### src/hdl/ttm_pkg.sv
`timescale 1ns / 1ps

package ttm_pkg;

    localparam int NUM_CH      = 3;
    localparam int DIV_STEPS   = 48;
    localparam int NORM_STEPS  = 5;
    localparam int SQ_STEPS    = 20;
    localparam int CUBIC_STGS  = 10;
    // input reg + divider + filter + normalizer + squarings + ln product + x + cubic
    localparam int LANE_LAT    = 1 + DIV_STEPS + 1 + NORM_STEPS + SQ_STEPS + 1 + 1 + CUBIC_STGS;

    localparam logic [29:0] LN2_Q30 = 30'd744261118;

    // configuration register indexes
    localparam logic [2:0] REG_FAULT_LEVEL = 3'd0;
    localparam logic [2:0] REG_BALLAST     = 3'd1;
    localparam logic [2:0] REG_COEF_A      = 3'd2;
    localparam logic [2:0] REG_COEF_B      = 3'd3;
    localparam logic [2:0] REG_COEF_C      = 3'd4;
    localparam logic [2:0] REG_COEF_D      = 3'd5;
    localparam logic [2:0] REG_HIGH_LIMIT  = 3'd6;
    localparam logic [2:0] REG_LOW_LIMIT   = 3'd7;

    typedef struct packed {
        logic [11:0] sample_0;
        logic [11:0] sample_1;
        logic [11:0] sample_2;
    } t_in;

    typedef struct packed {
        logic signed [15:0] temp_0;
        logic signed [15:0] temp_1;
        logic signed [15:0] temp_2;
        logic [2:0]         open_mask;
        logic [1:0]         hot_channel;
        logic               hot_alarm;
        logic [1:0]         cold_channel;
        logic               cold_alarm;
    } t_out;

    typedef struct packed {
        logic [11:0]        fault_level;
        logic [19:0]        ballast_ohms;
        logic signed [31:0] coef_a;
        logic signed [31:0] coef_b;
        logic signed [31:0] coef_c;
        logic signed [31:0] coef_d;
    } t_cfg;

    // horner accumulator held to [-2^40, 2^40-1]
    function automatic logic signed [40:0] clamp_t(input logic signed [63:0] v);
        logic signed [63:0] lim;
        lim = 64'sd1 <<< 40;
        if (v < -lim)
            return -41'sd1 <<< 40;
        else if (v > lim - 64'sd1)
            return 41'((lim - 64'sd1));
        else
            return 41'(v);
    endfunction

    function automatic logic signed [15:0] sat_q88(input logic signed [33:0] v);
        if (v > 34'sd32767)
            return 16'sh7fff;
        else if (v < -34'sd32768)
            return 16'sh8000;
        else
            return 16'(v);
    endfunction

    // elaboration-time ln in q16 of a q16 value, same steps as the lane hardware
    function automatic logic [20:0] ln_q16_const(input longint unsigned v);
        longint unsigned vv;
        longint unsigned m;
        longint unsigned frac;
        longint unsigned l2;
        int unsigned     p;
        vv = (v < 64'd65536) ? 64'd65536 : v;
        p = 0;
        for (int i = 0; i < 63; i++) begin
            if ((vv >> (i + 1)) != 0)
                p = i + 1;
        end
        m = (p > 30) ? (vv >> (p - 30)) : (vv << (30 - p));
        frac = 0;
        for (int i = 0; i < 20; i++) begin
            m = (m * m) >> 30;
            frac = frac << 1;
            if (m >= (64'd1 << 31)) begin
                frac = frac | 64'd1;
                m = m >> 1;
            end
        end
        l2 = (longint'(p - 16) << 20) | frac;
        return 21'((l2 * 64'(LN2_Q30) + (64'd1 << 33)) >> 34);
    endfunction

endpackage

### src/hdl/ttm_merge.sv
`timescale 1ns / 1ps

module ttm_merge (
    input  logic                      i_clk,
    input  logic signed [2:0][15:0]   i_temp,
    input  logic [2:0]                i_open,
    input  logic signed [15:0]        i_high_limit,
    input  logic signed [15:0]        i_low_limit,
    output ttm_pkg::t_out             o_res
);
    import ttm_pkg::*;

    logic [1:0] w_hi, w_lo;
    logic       w_any;
    t_out       r_res;

    // first valid channel seeds the search, later ones win only strictly
    always_comb begin
        w_hi  = '0;
        w_lo  = '0;
        w_any = 1'b0;
        for (int i = 0; i < NUM_CH; i++) begin
            if (!i_open[i]) begin
                if (!w_any) begin
                    w_hi  = 2'(i);
                    w_lo  = 2'(i);
                    w_any = 1'b1;
                end else begin
                    if ($signed(i_temp[i]) > $signed(i_temp[w_hi]))
                        w_hi = 2'(i);
                    if ($signed(i_temp[i]) < $signed(i_temp[w_lo]))
                        w_lo = 2'(i);
                end
            end
        end
    end

    always_ff @(posedge i_clk) begin
        r_res.temp_0       <= i_temp[0];
        r_res.temp_1       <= i_temp[1];
        r_res.temp_2       <= i_temp[2];
        r_res.open_mask    <= i_open;
        r_res.hot_channel  <= w_hi;
        r_res.cold_channel <= w_lo;
        r_res.hot_alarm    <= w_any && ($signed(i_temp[w_hi]) >= i_high_limit);
        r_res.cold_alarm   <= w_any && ($signed(i_temp[w_lo]) <= i_low_limit);
    end

    assign o_res = r_res;

endmodule

### config.mk
export PLATFORM = sky130hd
export DESIGN_NAME = ttm_merge
export DESIGN_NICKNAME = d
export VERILOG_FILES = /design/src/hdl/ttm_pkg.sv /design/src/hdl/ttm_merge.sv
export SDC_FILE = /design/constraint.sdc
export NUM_CORES = 1
export LEC_CHECK = 0
export BUFFER_PORTS_ARGS = -buffer_cell sky130_fd_sc_hd__buf_2
export CORE_MARGIN = 2
export CORE_UTILIZATION = 47
export CTS_BUF_LIST = sky130_fd_sc_hd__clkbuf_2 sky130_fd_sc_hd__clkbuf_4 sky130_fd_sc_hd__clkbuf_8
export DETAILED_ROUTE_END_ITERATION = 6
export PLACE_DENSITY_LB_ADDON = 0.1
export SETUP_SLACK_MARGIN = 0.2
export SLEW_MARGIN = 10
export SYNTH_ARGS = -nofsm -noshare
export SYNTH_HDL_FRONTEND = slang
export SYNTH_SLANG_ARGS = --single-unit
### constraint.sdc
create_clock -name i_clk -period 6.6 [get_ports i_clk]
set_input_delay 1.32 -clock i_clk [delete_from_list [all_inputs] [get_ports i_clk]]
set_output_delay 1.32 -clock i_clk [all_outputs]
set_load 0.1 [all_outputs]
After elaboration in Yosys (flattened, before gate mapping):

Index checks and enable logic that the tools add are counted.

* flip-flop bits (word level): 57
* input port bits: 84
* output and inout bits: 57
* word-level logic and storage cells: 43

* $lt $le $gt $ge: 10
* multiplexer cells: 23
* reduce and logical (&&, ||, !) cells: 2

Operators with widths (number)
* binary-select mux 16 bit (select 2 bit): 4
* two-way mux 16 bit: 4
* greater-than comparator 16 bit: 2
* less-than comparator 16 bit: 2
* >= comparator 16 bit: 1
* less-or-equal comparator 16 bit: 1
* less-than comparator 2 x 3 -> 1 bit, second input constant: 4
* two-way mux 2 bit: 6
* two-way mux 1 bit: 9
* logical AND 1 bit: 2

Longest topological paths before layout:

Gate-level depths: netlist of run 1.

* depth after elaboration: 14
* depth in mapped cells: 31

Worst setup path after synthesis of run 1:

No wires, ideal clock.

* kind: input -> register
* start: input i_temp[15] (netlist bit)
* end: register r_res (netlist bit o_res[0])
* library setup time: 0.074 ns
* arrival: 6.618 ns
* required time: 6.526 ns
* setup slack: -0.092 ns
* stages on the path: 28
* buffers on the path: 3
* cells stage by stage: inv_1 > ha_1 > nand4_2 > a2111o_1 > nand3_2 > mux2_4 > nor2_4 > buf_6 > mux2i_1 > ha_1 > a41oi_1 > o21ai_0 > a21oi_1 > o21ai_0 > o31a_1 > a22oi_1 > o311ai_2 > buf_6 > buf_12 > mux2i_1 > ha_1 > a21o_1 > a21o_1 > a21oi_1 > nor2b_1 > o21ai_0 > or4b_2 > o21ai_0

* cells in the longest elaborated chain, start to end: 14

RTL lines
* start, declared: RTL line ttm_merge.sv:5 `input logic signed [2:0][15:0] i_temp,`
* less-than comparator 16 bit: RTL line ttm_merge.sv:31 `if ($signed(i_temp[i]) < $signed(i_temp[w_lo]))`
* two-way mux 1 bit: RTL line ttm_merge.sv:31
* two-way mux 1 bit: RTL line ttm_merge.sv:24 `if (!w_any) begin`
* two-way mux 1 bit: RTL line ttm_merge.sv:23 `if (!i_open[i]) begin`
* binary-select mux 16 bit (select 2 bit): RTL line ttm_merge.sv:31
* two-way mux 16 bit (not written as such): RTL line ttm_merge.sv:31
* less-than comparator 16 bit: RTL line ttm_merge.sv:31
* two-way mux 2 bit: RTL line ttm_merge.sv:31
* two-way mux 2 bit: RTL line ttm_merge.sv:24
* two-way mux 2 bit: RTL line ttm_merge.sv:23
* binary-select mux 16 bit (select 2 bit) *: RTL line ttm_merge.sv:46 `r_res.cold_alarm <= w_any && ($signed(i_temp[w_lo]) <= i_low_limit);`
* two-way mux 16 bit (not written as such) *: RTL line ttm_merge.sv:46
* less-or-equal comparator 16 bit *: RTL line ttm_merge.sv:46
* logical AND 1 bit *: RTL line ttm_merge.sv:46
* end, declared: RTL line ttm_merge.sv:15 `t_out r_res;`

Mark *: on every way between the ends. The rest lies on a longest branch, timed or not. The select of a mux whose other input is x is not followed.

Worst setup path in the final report of run 1:

* start: input i_temp[1] (netlist bit)
* end: register r_res (netlist bit o_res[0])

The elaborated chain is that of the path after synthesis.

==> flow_metrics.py, run 1 <==
metrics = {
    "die": {
        "chipHeight_um": 96.75,
        "core.rowCount": 33,
        "fp.dieArea_um2": 9360,
        "start_util_pct": 48.95,
        "die_w_um": 96.75,
        "core_area_um2": 8258,
        "ioPinCount": 141,
    },
    "clock_network": {
        "htreeDepth": 3,
        "clockBufferDepth": 2,
        "clkSinkCount": 57,
        "cts_buffers": 9,
        "cts_tree": "done",
        "ctsHoldBuffers": 0,
        "clk_pin_slew_ps": 80,
        "cts_root_buf": "clkbuf_8",
    },
    "timing": {
        "slew_headroom_pct": 66.99,
        "drv_slew": 0,
        "fin_crit_sh_pct": 96.02,
        "rsz0062_at_grt": "true",
        "tightestPinTransition_ps": 498.6,
        "finalHoldViolCount": 0,
        "fmax_mhz": 157.8,
        "period_needed_ps": 6337,
        "setup_slack_ps": 262.8,
        "setup_viol": 0,
    },
    "yosys": {
        "synth_adder_area_share_pct": 24.45,
        "synth_area_um2": 4043,
        "yosysSeqAreaShare_pct": 28.23,
        "synth_ff_type": "dfxtp_1",
        "synthArstFlopShare_pct": 0,
        "postSynthCellCount": 431,
        "syn-num-nets": 594,
        "syn_area_per_cell_um2": 9.380,
        "synth_compound_area_share_pct": 12.16,
        "ys_seq_elements": 57,
        "ys_types": 45,
        "synth_xor_area_share_pct": 0,
        "synth-edff-count": 0,
        "synthSimpleGateAreaFrac_pct": 10.28,
        "synth_mux_area_share_pct": 16.56,
        "yosys_warnings": 0,
        "synth_top_family_by_area": "adder cells",
    },
    "routing": {
        "met2WireLength_um": 6061,
        "drc": 0,
        "drt-initial-drc-count": 186,
        "routed_wl_um": 12550,
        "avgViaCountPerCell": 5.206,
        "detail_route.wl_per_cell_um": 16.09,
        "highest_layer": "met4",
        "vias": 4061,
        "postRouteAntennaNets": 0,
        "wl_met3_um": 614,
        "wl_met1_um": 5697,
        "dr.pass1.iters": 5,
    },
    "layout": {
        "utilization_pct": 75.38,
        "multi_input_area_um2": 3030,
        "largest_reg_flops": 57,
        "final_layout_size_suffix_gt1_share_pct": 47.70,
        "syn2layout_area_growth_pct": 53.98,
        "stdcell_area_um2": 6225,
        "fill_cells": 635,
        "fin_nets": 833,
        "ff_latch_area_um2": 1141,
        "antenna_cells": 0,
    },
    "worst_setup_path": {
        "end_kind": "flop",
        "critPathMaxStageDelay_ps": 490,
        "critical_path.top_delay_family": "compound AO/OA/AOI/OAI gates",
        "worstPathArrival_ps": 6640,
        "path_class": "input port to flop",
        "critPathBufInv": 5,
        "start_kind": "input port",
        "crit_path_max_fanout": 8,
        "worstPathRequired_ps": 6900,
        "cp_slowest_cell": "a2111o_1",
        "worst-path-stages": 28,
    },
    "place": {
        "gp_congestion": 0.9017,
        "portBuffers": 140,
        "dp_hpwl_um": 9895,
        "placed_area_um2": 5489,
        "pre_cts_ws_ps": -384.5,
    },
    "power": {
        "powerDensity_nw_per_um2": 214.6,
        "power_mw": 1.336,
        "leakagePower_nw": 3.326,
        "irDropWorstVdd_mv": 0.1813,
    },
    "global_routing": {
        "grt_pass1_vias": 3838,
        "grt_pass1_wl_um": 18420,
        "antenna_found_initial": 0,
        "grt_max_degree": 11,
        "gr-total-overflow": 0,
        "grt_usage_pct": 24.60,
    },
    "hold_path": {
        "hold_path_depth": 1,
        "holdCritPathClass": "input port to flop",
    },
    "status": {
        "status": "finished clean",
    },
    "run": {
        "maxCapViolCount": 0,
    },
}
-- layout by cell type, fill, tap and decap left out, types with 13 or more instances in the layout --
cell,synthesis,final
ha_4,0,14
nand2_1,17,17
dfxtp_1,57,57
nand4_1,13,13
buf_4,3,86
inv_1,71,64
mux2i_1,62,45
a21oi_1,21,13
buf_2,1,138
ha_1,79,64
nor2_1,15,15
-- logic make-up after synthesis --
kind of cell,count (synthesis)
adder cells (fa/ha/maj),79
AO/OA/AOI/OAI,73
multiplexers,66
AND/OR/NAND/NOR,78
flip-flops,57
buffers and inverters,78
-- metal layers --
layer  vias up  global-route usage [%]
met2       130                   40.06
met5         -                       0
met1      1912                   33.38
met3        16                   4.191
met4         0                   7.476
li1       2003                       -
-- power by group --
| part | total (mW) | internal, mW | switching (mW) |
|---|---|---|---|
| combinational | 0.669 | 0.261 | 0.409 |
| sequential | 0.373 | 0.368 | 0.00542 |
| clock | 0.293 | 0.137 | 0.156 |
| total | 1.34 | 0.766 | 0.570 |
-- metrics by stage --
| stage | setup TNS (ps) | hold WS [ps] | std cells |
|---|---|---|---|
| floorplan | 0 | 1348 | 431 |
| global placement | -377.6 | 1469 | 750 |
| detailed placement | -548.2 | 1472 | 750 |
| global route | -8.705 | 1117 | 780 |
| finish | 0 | 1123 | 780 |
| CTS | 0 | 1104 | 767 |
-- cell usage after synthesis (2+ instances only) --
cell / instances / area share, %
mux2_2: 3 / 0.84
a21oi_1: 21 / 2.6
a21boi_0: 2 / 0.37
a211o_1: 2 / 0.43
a211oi_1: 3 / 0.56
mux2i_1: 62 / 15
dfxtp_1: 57 / 28
a21o_1: 9 / 1.7
o211ai_1: 2 / 0.37
or3_1: 2 / 0.31
o21a_1: 6 / 1.1
o31a_1: 3 / 0.65
buf_4: 3 / 0.56
nor3_1: 5 / 0.62
buf_6: 2 / 0.56
a31oi_1: 2 / 0.31
nor4_1: 2 / 0.31
nand2b_1: 3 / 0.46
o21ai_0: 12 / 1.5
nor2b_1: 11 / 1.7
nor2_1: 15 / 1.4
nand2_1: 17 / 1.6
nand3_1: 5 / 0.62
inv_1: 71 / 6.6
ha_1: 79 / 24
nand4_1: 13 / 2.0
-- timing repair --
action                     in CTS  in global routing
pin swaps                       4                 21
buffers inserted                1                 12
resized for setup              19                 68
setup endpoints to repair       2                  2
gates cloned                    0                  1
-- layout make-up --
class                           instances  area share (%)
Sequential cell                        57           18.33
Inverter                               71           4.402
Clock buffer                           10           2.111
Tap cell                              105           2.111
Clock inverter                          6          0.5628
Timing Repair Buffer                  235           23.80
Multi-Input combinational cell        296           48.68
-- final timing paths --
| kind | start | end | slack [ps] |
|---|---|---|---|
| max | i_temp[1] | o_res[0]$_DFF_P_ | 260 |
| min | i_temp[44] | o_res[21]$_DFF_P_ | 1120 |
No activity file was read; power rests on OpenSTA's default activity.
==> run 2: changes to the inputs <==
- CORE_MARGIN: 2 -> not set
==> flow_metrics.py, run 2 (synthesis results as in run 1) <==
metrics = {
    "routing": {
        "routed_wl_um": 12700,
        "drt-initial-drc-count": 134,
        "vias": 4049,
        "postRouteAntennaNets": 0,
        "avgViaCountPerCell": 5.178,
        "dr.pass1.iters": 7,
        "detail_route.wl_per_cell_um": 16.24,
        "drc": 0,
    },
    "clock_network": {
        "cts_root_buf": "clkbuf_8",
        "cts_tree": "done",
        "clk_pin_slew_ps": 70,
        "clkSinkCount": 57,
        "cts_buffers": 9,
        "htreeDepth": 3,
        "clockBufferDepth": 2,
    },
    "hold_path": {
        "hold_path_depth": 1,
        "holdCritPathClass": "input port to flop",
        "hold_start": "i_open[2]",
        "min_to": "o_res[8]$_DFF_P_",
    },
    "timing": {
        "fin_crit_sh_pct": 96.91,
        "slew_headroom_pct": 67.14,
        "setup_viol": 0,
        "drv_slew": 0,
        "finalHoldViolCount": 0,
        "tightestPinTransition_ps": 496.4,
        "rsz0062_at_grt": "true",
        "fmax_mhz": 156.3,
        "period_needed_ps": 6396,
        "fin_hold_ws_ps": 1129,
    },
    "die": {
        "core_area_um2": 8258,
        "core.rowCount": 33,
        "die_w_um": 94.75,
        "chipHeight_um": 94.75,
        "start_util_pct": 48.95,
        "fp.dieArea_um2": 8977,
        "ioPinCount": 141,
    },
    "power": {
        "p_sw_share_pct": 39.03,
        "leakagePower_nw": 3.369,
        "irDropWorstVdd_mv": 0.1430,
        "p_clk_share_pct": 28.8,
        "powerDensity_nw_per_um2": 231.4,
        "power_mw": 1.466,
        "p_sw_mw": 0.5723,
        "p_int_mw": 0.8939,
        "power_frac_seq_pct": 25.5,
        "p_comb_share_pct": 45.7,
    },
    "place": {
        "gp_congestion": 0.8726,
        "portBuffers": 140,
        "dp_hpwl_um": 9761,
    },
    "status": {
        "status": "finished clean",
    },
    "layout": {
        "final_cell_mix": "buf_2 (138), buf_4 (85), inv_1 (67), ha_1 (67), dfxtp_1 (57)",
        "largest_reg_flops": 57,
        "final_common_cell": "buf_2",
        "syn2layout_area_growth_pct": 56.73,
        "antenna_cells": 0,
        "final_layout_size_suffix_gt1_share_pct": 46.82,
        "fin_nets": 835,
        "fill_cells": 594,
    },
    "global_routing": {
        "grt_pass1_vias": 3807,
        "grt_usage_pct": 26.35,
        "antenna_found_initial": 0,
        "grt_max_degree": 11,
        "grt_pass1_wl_um": 17800,
        "gr-total-overflow": 0,
    },
    "run": {
        "maxCapViolCount": 0,
    },
    "worst_setup_path": {
        "critical_path.top_delay_family": "compound AO/OA/AOI/OAI gates",
        "critPathMaxStageDelay_ps": 470,
        "path_class": "input port to flop",
        "worstPathRequired_ps": 6900,
        "end_kind": "flop",
        "cp_slowest_cell": "a2111o_1",
        "worstPathArrival_ps": 6690,
        "crit_path_max_fanout": 5,
        "start_kind": "input port",
        "critPathBufInv": 4,
    },
}
## run 2: power by group through the flow
stage          clock network, mW  logic [mW]  registers, mW
3_5_place_dp                   0       0.584          0.381
4_1_cts                    0.422       0.602          0.374
5_1_grt                    0.438       0.715          0.376
2_1_floorplan                  0       0.231          0.555
3_3_place_gp                   0       0.575          0.381
6_report                   0.423       0.670          0.374
## run 2: metal layers
metal  GRT usage [%]  vias to the layer above  part of all wire (%)
met4           9.343                        0                   2.0
met3           3.865                       24                   4.6
li1                -                     2010                     -
met5               0                        -                     0
met2           43.94                      128                    48
met1           34.37                     1887                    46
## run 2: layout make-up
type / instances / area (µm²) / area share, %
Inverter: 71 / 274.0 / 4.325
Clock buffer: 11 / 145.1 / 2.291
Timing Repair Buffer: 237 / 1508 / 23.80
Sequential cell: 57 / 1141 / 18.01
Multi-Input combinational cell: 296 / 3034 / 47.89
Tap cell: 105 / 131.4 / 2.073
Clock inverter: 5 / 102.6 / 1.619
## run 2: worst max-delay path by stage
| stage | slack, ps | start | depth (start not counted) | endpoint |
|---|---|---|---|---|
| 2_1_floorplan | 120 | i_temp[1] | 29 | o_res[0]$_DFF_P_ |
| 3_3_place_gp | -270 | i_temp[1] | 28 | o_res[0]$_DFF_P_ |
| 3_5_place_dp | -430 | i_temp[1] | 28 | o_res[0]$_DFF_P_ |
| 4_1_cts | 200 | i_temp[1] | 29 | o_res[0]$_DFF_P_ |
| 5_1_grt | -50 | i_temp[16] | 29 | o_res[0]$_DFF_P_ |
| 6_report | 200 | i_temp[1] | 29 | o_res[0]$_DFF_P_ |
## run 2: timing repair
item / 4_1_cts / 5_1_grt
pin swaps: 2 / 26
hold buffers: 0 / 0
gates cloned: 0 / 1
gates resized for setup: 14 / 71
setup endpoints to repair: 2 / 2
setup buffers: 4 / 8
## run 2: through the flow
step | util [%] | instances | setup TNS [ps] | setup slack [ps] | cell area [µm²]
after CTS | 70.82 | 773 | 0 | 196.9 | 5848
after floorplan | - | 431 | 0 | 118.4 | 4086
after global placement | 66.59 | 753 | -388.5 | -266.6 | 5499
after global routing | 76.73 | 782 | -51.56 | -51.56 | 6336
after detailed placement | 66.59 | 753 | -631.9 | -428.8 | 5499
final | 76.73 | 782 | 0 | 204.0 | 6336
==> run 3: changes to the inputs <==
- MAX_ROUTING_LAYER: not set -> met4
==> flow_metrics.py, run 3 (synthesis results as in run 1) <==
metrics = {
    "power": {
        "p_clk_share_pct": 24.7,
        "power_frac_seq_pct": 26.7,
        "leakagePower_nw": 3.367,
        "powerDensity_nw_per_um2": 223.1,
        "p_sw_share_pct": 41.11,
        "p_int_mw": 0.8217,
        "irDropWorstVdd_mv": 0.1567,
        "p_comb_share_pct": 48.5,
        "p_sw_mw": 0.5735,
    },
    "worst_setup_path": {
        "cp_slowest_cell": "or4b_4",
        "critPathBufInv": 4,
        "end_kind": "flop",
        "worstPathRequired_ps": 6890,
        "worstPathArrival_ps": 6660,
        "path_class": "input port to flop",
        "start_kind": "input port",
        "critPathMaxStageDelay_ps": 470,
        "critical_path.top_delay_family": "compound AO/OA/AOI/OAI gates",
        "crit_path_max_fanout": 5,
        "path_common_cell": "o21ai_1",
    },
    "timing": {
        "rsz0062_at_grt": "true",
        "tns_ps": 0,
        "fin_hold_ws_ps": 1130,
        "setup_viol": 0,
        "fin_crit_sh_pct": 96.48,
        "fmax_mhz": 157.0,
        "finalHoldViolCount": 0,
        "period_needed_ps": 6368,
        "drv_slew": 0,
        "tightestPinTransition_ps": 499.5,
        "slew_headroom_pct": 66.93,
    },
    "layout": {
        "ff_latch_area_um2": 1141,
        "final_common_cell": "buf_2",
        "instances_no_fill": 788,
        "fin_nets": 841,
        "fill_cells": 619,
        "syn2layout_area_growth_pct": 54.66,
        "largest_reg_flops": 57,
        "antenna_cells": 0,
        "multi_input_area_um2": 2982,
        "final_cell_mix": "buf_2 (139), buf_4 (96), inv_1 (70), ha_1 (70), dfxtp_1 (57)",
        "final_layout_size_suffix_gt1_share_pct": 47.14,
    },
    "clock_network": {
        "cts_tree": "done",
        "clk_pin_slew_ps": 80,
        "htreeDepth": 3,
        "cts_buffers": 9,
        "cts_root_buf": "clkbuf_8",
        "clkSinkCount": 57,
        "clockBufferDepth": 2,
    },
    "die": {
        "ioPinCount": 141,
        "start_util_pct": 48.95,
        "core.rowCount": 33,
        "fp.dieArea_um2": 8977,
        "core_area_um2": 8258,
        "chipHeight_um": 94.75,
        "die_w_um": 94.75,
    },
    "global_routing": {
        "grt_usage_pct": 29.00,
        "met1_usage_pct": 36.80,
        "use_met2_pct": 46.58,
        "grt_use_met3_pct": 5.153,
        "grt_pass1_wl_um": 18970,
        "grt_max_degree": 11,
        "grt_pass1_vias": 3998,
        "antenna_found_initial": 0,
        "top_usage_layer": "met2",
        "gr-total-overflow": 0,
    },
    "routing": {
        "detail_route.wl_per_cell_um": 15.90,
        "postRouteAntennaNets": 0,
        "avgViaCountPerCell": 5.086,
        "routed_wl_um": 12530,
        "dr.pass1.iters": 4,
        "vias": 4008,
        "drc": 0,
        "drt-initial-drc-count": 200,
    },
    "place": {
        "dp_hpwl_um": 9920,
        "dpl.cell_count": 757,
        "portBuffers": 140,
        "gp_congestion": 0.8862,
    },
    "status": {
        "status": "finished clean",
    },
    "hold_path": {
        "holdCritPathClass": "input port to flop",
    },
    "run": {
        "maxCapViolCount": 0,
    },
}
[run 3: cell types whose count changed in the layout (fill, tap and decap cells not counted), sizes merged]
cell,delta
buf,+6
bufinv,-2
clkinv,+1
clkinvlp,+1
[run 3: power groups by stage]
stage | clock (mW) | sequential (mW) | combinational [mW]
2_1_floorplan | 0 | 0.555 | 0.231
3_5_place_dp | 0 | 0.381 | 0.593
4_1_cts | 0.345 | 0.373 | 0.635
5_1_grt | 0.360 | 0.376 | 0.724
6_report | 0.345 | 0.373 | 0.677
3_3_place_gp | 0 | 0.381 | 0.579
[run 3: final cells by class]
| cell class | instances | area share (%) |
|---|---|---|
| Clock inverter | 5 | 0.8805 |
| Sequential cell | 57 | 18.25 |
| Multi-Input combinational cell | 296 | 47.69 |
| Timing Repair Buffer | 243 | 24.37 |
| Clock buffer | 11 | 2.321 |
| Tap cell | 105 | 2.101 |
| Inverter | 71 | 4.383 |
[run 3: worst paths after layout]
check             startpoint  depth (start not counted)  slack, ps               end
hold / removal     i_open[2]                          1       1130  o_res[8]$_DFF_P_
setup / recovery   i_temp[1]                         29        230  o_res[0]$_DFF_P_
[run 3: timing repair]
action                                  CTS  global route
resized for setup                        39            35
pin swaps                                13            13
endpoints found under the setup margin    2             2
hold buffers                              0             0
setup buffers                             8             7
[run 3: per-stage QoR]
step                utilization, %  area, µm²  power, mW  setup WS [ps]
global placement             66.95       5529     0.9604         -323.4
global route                 75.71       6252      1.460          23.90
floorplan                        -       4086     0.7861          118.4
detailed placement           66.95       5529     0.9738         -420.4
CTS                          72.86       6017      1.353          200.6
finish                       75.71       6252      1.395          232.3
[run 3: metal layers]
| layer | wire length, µm | vias up | share of wire (%) |
|---|---|---|---|
| li1 | - | 2025 | - |
| met1 | 5602 | 1837 | 45 |
| met2 | 6000 | 125 | 48 |
| met3 | 664 | 21 | 5.3 |
| met4 | 265 | 0 | 2.1 |
| met5 | 0 | - | 0 |
